[config.mk]
export PLATFORM = sky130hd
export DESIGN_NAME = dsb_front
export DESIGN_NICKNAME = d
export VERILOG_FILES = /design/src/rtl/core/dsb_pkg.sv /design/src/rtl/core/dsb_front.sv
export SDC_FILE = /design/constraint.sdc
export NUM_CORES = 1
export LEC_CHECK = 0
export ABC_AREA = 0
export BUFFER_PORTS_ARGS = -buffer_cell sky130_fd_sc_hd__buf_2
export CORE_UTILIZATION = 45
export DETAILED_ROUTE_END_ITERATION = 6
export HOLD_SLACK_MARGIN = 0.08
export PLACE_DENSITY = 0.73
export RECOVER_POWER = 50
export SKIP_LAST_GASP = 1
export SYNTH_ARGS = -nofsm -noshare
export SYNTH_HDL_FRONTEND = slang
export SYNTH_SLANG_ARGS = --single-unit
[constraint.sdc]
create_clock -name clock -period 5.6 [get_ports clock]
set_clock_uncertainty 0.1 [all_clocks]
set_input_delay 0.56 -clock clock [delete_from_list [all_inputs] [get_ports clock]]
set_output_delay 0.56 -clock clock [all_outputs]
set_load 0.03 [all_outputs]
[src/rtl/core/dsb_pkg.sv]
// Shared types, opcode codes and helpers for the dual-stack bundle processor.
// Used by dsb_front, dsb_back, dual_stack_bundle_cpu_unit and the testbench files.
package dsb_pkg;

   localparam int MEM_WORDS_DEF  = 65536;
   localparam int DATA_DEPTH_DEF = 256;
   localparam int RET_DEPTH_DEF  = 256;

   localparam logic [7:0] OP_LIT    = 8'd1;
   localparam logic [7:0] OP_DUP    = 8'd2;
   localparam logic [7:0] OP_DROP   = 8'd3;
   localparam logic [7:0] OP_SWAP   = 8'd4;
   localparam logic [7:0] OP_PUSH   = 8'd5;
   localparam logic [7:0] OP_POP    = 8'd6;
   localparam logic [7:0] OP_JUMP   = 8'd7;
   localparam logic [7:0] OP_CALL   = 8'd8;
   localparam logic [7:0] OP_CCALL  = 8'd9;
   localparam logic [7:0] OP_RET    = 8'd10;
   localparam logic [7:0] OP_EQ     = 8'd11;
   localparam logic [7:0] OP_NEQ    = 8'd12;
   localparam logic [7:0] OP_LT     = 8'd13;
   localparam logic [7:0] OP_GT     = 8'd14;
   localparam logic [7:0] OP_FETCH  = 8'd15;
   localparam logic [7:0] OP_STORE  = 8'd16;
   localparam logic [7:0] OP_ADD    = 8'd17;
   localparam logic [7:0] OP_SUB    = 8'd18;
   localparam logic [7:0] OP_MUL    = 8'd19;
   localparam logic [7:0] OP_DIVMOD = 8'd20;
   localparam logic [7:0] OP_AND    = 8'd21;
   localparam logic [7:0] OP_OR     = 8'd22;
   localparam logic [7:0] OP_XOR    = 8'd23;
   localparam logic [7:0] OP_SHIFT  = 8'd24;
   localparam logic [7:0] OP_ZRET   = 8'd25;
   localparam logic [7:0] OP_HALT   = 8'd26;
   localparam logic [7:0] OP_IOENUM = 8'd27;
   localparam logic [7:0] OP_IOQRY  = 8'd28;
   localparam logic [7:0] OP_IOACT  = 8'd29;

   typedef enum logic [1:0] {
      KIND_LOAD,
      KIND_START,
      KIND_EXEC,
      KIND_NONE
   } kind_type;

   typedef struct packed {
      kind_type    kind;
      logic [15:0] addr;
      logic [31:0] value;
      logic [7:0]  in_char;
      logic        in_eof;
   } cmd_type;

   typedef struct packed {
      logic [7:0]  out_char;
      logic        out_valid;
      logic        in_taken;
      logic        halted;
      logic [16:0] pc;
   } rsp_type;

   function automatic logic [16:0] pc_clamp(input logic [31:0] ip);
      logic [16:0] r;
      if (ip[31]) begin
         r = '0;
      end else if (ip > 32'h0001_0000) begin
         r = 17'h1_0000;
      end else begin
         r = ip[16:0];
      end
      return r;
   endfunction

endpackage

[src/rtl/core/dsb_front.sv]
// Front end: a two-entry request queue that classifies each request by mode.
// Depends on dsb_pkg for the command type and kind codes.
module dsb_front (
   input  logic             clock,
   input  logic             reset,
   input  logic             push,
   output logic             full,
   input  logic             hold,
   input  logic [1:0]       mode,
   input  logic [15:0]      addr,
   input  logic [31:0]      value,
   input  logic [7:0]       in_char,
   input  logic             in_eof,
   output logic             cmd_valid,
   output dsb_pkg::cmd_type cmd,
   input  logic             cmd_pop
);

   dsb_pkg::cmd_type q_ff [2];
   logic             wp_ff;
   logic             rp_ff;
   logic [1:0]       cnt_ff;
   dsb_pkg::cmd_type cls_in;
   logic             accept;

   always_comb begin
      cls_in.addr    = addr;
      cls_in.value   = value;
      cls_in.in_char = in_char;
      cls_in.in_eof  = in_eof;
      case (mode)
         2'd0:    cls_in.kind = dsb_pkg::KIND_LOAD;
         2'd1:    cls_in.kind = dsb_pkg::KIND_START;
         2'd2:    cls_in.kind = dsb_pkg::KIND_EXEC;
         default: cls_in.kind = dsb_pkg::KIND_NONE;
      endcase
   end

   assign full      = hold || (cnt_ff == 2'd2);
   assign accept    = push && !full;
   assign cmd_valid = (cnt_ff != 2'd0);
   assign cmd       = q_ff[rp_ff];

   always_ff @(posedge clock) begin
      if (accept) begin
         q_ff[wp_ff] <= cls_in;
      end
   end

   always_ff @(posedge clock) begin
      if (reset) begin
         wp_ff  <= 1'b0;
         rp_ff  <= 1'b0;
         cnt_ff <= 2'd0;
      end else begin
         if (accept) begin
            wp_ff <= ~wp_ff;
         end
         if (cmd_pop && cmd_valid) begin
            rp_ff <= ~rp_ff;
         end
         case ({accept, cmd_pop && cmd_valid})
            2'b10:   cnt_ff <= cnt_ff + 2'd1;
            2'b01:   cnt_ff <= cnt_ff - 2'd1;
            default: cnt_ff <= cnt_ff;
         endcase
      end
   end

endmodule

### Word level (Yosys, flattened, before mapping)

Memory sizes are Yosys's and may differ from the RTL's. A register that Yosys moved wholly into a read port is not among the register bits.
Index checks and enable logic that the tools add are counted.

| storage, ports and cells | value |
|---|---|
| memories | 1 |
| register bits after elaboration | 4 |
| output and inout bits | 61 |
| bits in writable memories | 118 |

Memories:

| name | words | width | rd ports | clocked after memory_dff | wr ports | line | RTL |
|---|---|---|---|---|---|---|---|
| q_ff | 2 | 59 | 1 | 1 | 1 | dsb_front.sv:19 | `dsb_pkg::cmd_type q_ff [2];` |

| operators by class | value |
|---|---|
| eq/ne operators | 5 |
| bitwise logic cells | 2 |
| muxes and demuxes | 6 |
| add/subtract/negate cells | 2 |
| reduce and logical (&&, ||, !) cells | 7 |

Operators with widths:

| operator | count |
|---|---|
| $eq A2 B2 Y1 const B | 3 |
| $pmux W2 S3 | 1 |
| $eq A2 B1 Y1 const B | 2 |
| $mux W1 | 4 |
| $pmux W2 S2 | 1 |
| $reduce_bool A2 Y1 | 2 |
| $add A2 B1 Y2 const B | 1 |
| $logic_and A1 B1 Y1 | 2 |
| $logic_not A2 Y1 | 1 |
| $not A1 Y1 | 2 |
| $sub A2 B1 Y2 const B | 1 |
| $logic_not A1 Y1 | 1 |
| $logic_or A1 B1 Y1 | 1 |

### Depth between registers and ports, before layout

| logic depth | value |
|---|---|
| depth in word-level cells | 6 |
| gate-level depth with buffers | 6 |
| depth with buffers taken out | 6 |

### Worst setup path after synthesis

OpenSTA, ideal clock, no wires.

| timing path | value |
|---|---|
| kind | input to register |
| from | in hold |
| to | mem q_ff[0][0] (netlist name), enable pin |
| stages | 2 |
| data arrival time | 3263 ps |
| library setup time | 476 ps |
| slack | 1761 ps |
| cell sequence | nand3b_1 nor2_1 |

| on the way | value |
|---|---|
| word-level cells in the longest chain between the ends | 5 |

Ends and longest elaborated chain:

| element | line | RTL |
|---|---|---|
| from (decl) | dsb_front.sv:8 | `input logic hold,` |
| $logic_or A1 B1 Y1 | dsb_front.sv:39 | `assign full = hold \|\| (cnt_ff == 2'd2);` |
| $logic_not A1 Y1 | dsb_front.sv:40 | `assign accept = push && !full;` |
| $logic_and A1 B1 Y1 | dsb_front.sv:40 |  |
| $mux W1 | dsb_front.sv:45 | `if (accept) begin` |
| $mux W1 (implied by the code) | dsb_front.sv:46 | `q_ff[wp_ff] <= cls_in;` |
| to (decl) | dsb_front.sv:19 |  |

Every way passes these cells.

### Final worst setup path

| timing path | value |
|---|---|
| from | reg cnt_ff[0] |
| to | mem q_ff[0][56] (netlist name), enable pin |

| on the way | value |
|---|---|
| word-level cells in the longest chain between the ends | 6 |

Ends and longest elaborated chain:

| element | line | RTL |
|---|---|---|
| from (decl) | dsb_front.sv:22 | `logic [1:0] cnt_ff;` |
| from (signal assigned) | dsb_front.sv:63 | `2'b10: cnt_ff <= cnt_ff + 2'd1;` |
| from (signal assigned) | dsb_front.sv:64 | `2'b01: cnt_ff <= cnt_ff - 2'd1;` |
| from (signal assigned) | dsb_front.sv:65 | `default: cnt_ff <= cnt_ff;` |
| $eq A2 B2 Y1 | dsb_front.sv:39 |  |
| $logic_or A1 B1 Y1 | dsb_front.sv:39 |  |
| $logic_not A1 Y1 | dsb_front.sv:40 |  |
| $logic_and A1 B1 Y1 | dsb_front.sv:40 |  |
| $mux W1 | dsb_front.sv:45 |  |
| $mux W1 (implied by the code) | dsb_front.sv:46 |  |

Every way passes these cells.

==> qor.yml <==
crit_slowest_cell: "nor2_1"
place_hpwl_um: 4827
clock_latency_ns: 0.49
grt_pass1_vias: 2375
path_max_fanout: 31
crit_required_ns: 5.64
end_kind: "flip-flop"
synthArstFlopShare: 0
yosys_warnings: 0
drive_above_1_share: 0.5249
grt_max_degree: 41
utilization: 0.5994
synth_top_area_frac: 0.7889
post_cts_resized: 0
multi_input_area_um2: 798.3
antenna_cells: 0
grt_setup_unrepaired: "no"
irDropWorstVdd_uv: 240.6
wire_per_inst_um: 15.46
syn-mean-instance-area_um2: 21.19
totalWireLength_um: 7652
yosysSeqAreaShare: 0.8111
synth_top_cell_by_area: "edfxtp_1"
failed_checks: "max-capacitance violations, max-slew violations"
status: "finished, violations left"
synth_seq_cells: 123
powerDensity_nw_per_um2: 497.3
ys_types: 18
postRouteAntennaNets: 0
n_fill_cell: 788
core.rowCount: 36
via_count: 2355
fin_crit_ns: 3.696
finalHoldViolCount: 0
seq_area_um2: 3645
cts_hold_buffers: 0
start_util: 0.4617
hold_class: "in -> reg"
max_cap_viol_count: 1
die_area_um2: 10390
clock-root-buffer: "clkbuf_8"
synth_area_leaders: "edfxtp_1 (79%), mux2_2 (15%), dfxtp_1 (2.2%)"
cts_setup_buffers: 0
crit_type: "reg -> reg"
cts_max_level: 4
slew_violations: 30
arrival_ns: 3.74
ys.flop_type: "edfxtp_1"
dr.pass1.iters: 4
fmax_ghz: 0.2706
path_clk_slew_ns: 0.06
period_share: 0.6600
gp_congestion: 0.6478
worstSetupStartpointType: "flip-flop"
tightest_slew_ns: 2.407
port-buffer-count: 124
syn_area_um2: 4492
core_area_um2: 9729
die_h_um: 101.9
leakagePower_nw: 2.100
routed_via_density: 4.758
track_usage: 0.1557
synth_most_common_cell: "edfxtp_1"
yosys-top-cells-count: "edfxtp_1 (118), mux2_2 (60), nor2_1 (7), dfxtp_1 (5), buf_2 (4)"
syn_inst: 212
drcViolationCount: 0
syn_nets: 277
slowest_delay_ns: 1.82
setup_violations: 0
clkSinkCount: 123
area_delta_synth_final_pct: 29.83
die-width_um: 101.9
numCtsBuffers: 17
antenna_found_initial: 0
drtIter0Drc: 61
maxSlewHeadroom: -0.6109
clockBufferDepth: 2
grt_pass1_wl_um: 11540
finalNetCount: 414
fin_tns_setup_ns: 0
crit_chain: "nand2b_1, nand3b_1, nor2_1, buf_4"
synth_edf_count: 118
cts_tree: "yes"
grt_overflow: 0
pin_count: 125
==> cells by family (layout without fill, tap and decap cells) <==
| logic type | Yosys count | count (layout) | synth area share |
|---|---|---|---|
| simple gates | 12 | 12 | 0.01309 |
| fa+ha+maj | 1 | 1 | 0.002785 |
| compound gates | 3 | 3 | 0.003898 |
| buf+inv | 10 | 160 | 0.01281 |
| flops | 123 | 123 | 0.8111 |
| xor+xnor | 3 | 3 | 0.005851 |
| mux | 60 | 60 | 0.1504 |
==> final cells by class <==
type                       instances  area share
clock buffer                      18     0.07166
clock inverter                    14     0.03347
inverter                           1   0.0006436
multi-input combinational         79      0.1369
sequential                       123      0.6250
tap                              133     0.02853
timing repair buffer             127      0.1038
==> metal layers <==
metal / up-vias / routed length (µm) / GRT usage
met1: 1153 / 3329 / 0.1918
met3: 7 / 488 / 0.05335
met5: - / 0 / 0
met4: 0 / 57 / 0.07582
li1: 1104 / - / -
met2: 91 / 3776 / 0.2479
==> sequential cells by signal (all words and copies together) (netlist names), named ones only <==
signal,flops
q_ff,118
cnt_ff,2
rp_ff,1
wp_ff,1
==> placed cells by master (no fill, tap or decap) <==
master / count
edfxtp_1: 118
buf_2: 94
mux2_2: 60
clkbuf_1: 31
clkbuf_16: 16
nor2_1: 6
bufinv_16: 4
dfxtp_1: 4
clkinv_4: 3
clkinvlp_4: 3
buf_4: 3
nand2b_1: 2
xnor2_1: 2
inv_6: 2
o21a_1: 1
nand3b_1: 1
or2_2: 1
inv_1: 1
nor2_4: 1
xor2_1: 1
o21ai_0: 1
or3_1: 1
a21oi_1: 1
ha_1: 1
dfxtp_2: 1
clkbuf_8: 1
clkinv_1: 1
clkinv_2: 1
==> metrics by stage <==
step / std cells / setup WS (ns) / hold slack [ns] / instance area, µm² / total power, W
finish: 495 / 1.904 / 0.1485 / 5832 / 0.002900
global route: 495 / 1.510 / 0.1230 / 5832 / 0.003006
CTS: 495 / 2.588 / 0.1213 / 5877 / 0.002939
detailed placement: 463 / 2.859 / 0.4036 / 5264 / 0.001821
global placement: 463 / 2.915 / 0.3962 / 5264 / 0.001813
floorplan: 212 / 1.761 / 0.3739 / 4492 / 0.001650
==> worst max-delay path, delay by kind of cell, from the launching register on <==
family	cells	cell delay, ns
AND/OR/NAND/NOR	3	2.18
buffers and inverters	1	0.64
flip-flops	1	0.42
==> worst paths after layout <==
| kind | slack [ns] | from | end | cells after the start |
|---|---|---|---|---|
| max | 1.90 | cnt_ff[0] | q_ff[0][56] | 4 |
| min | 0.15 | value[1] | q_ff[1][10] | 1 |
| max reg2reg | 1.90 | cnt_ff[0] | q_ff[0][56] | 4 |
| min reg2reg | 0.42 | rp_ff | rp_ff | 2 |
==> report_power, final <==
group | internal [W] | switching, W | leakage, nW
Combinational | 0.000244 | 0.000418 | 0.686
Clock | 0.000725 | 0.000387 | 0.289
Sequential | 0.00109 | 0.0000403 | 1.12
Total | 0.00205 | 0.000845 | 2.10
Note: power is estimated with default switching activity, not from simulation.
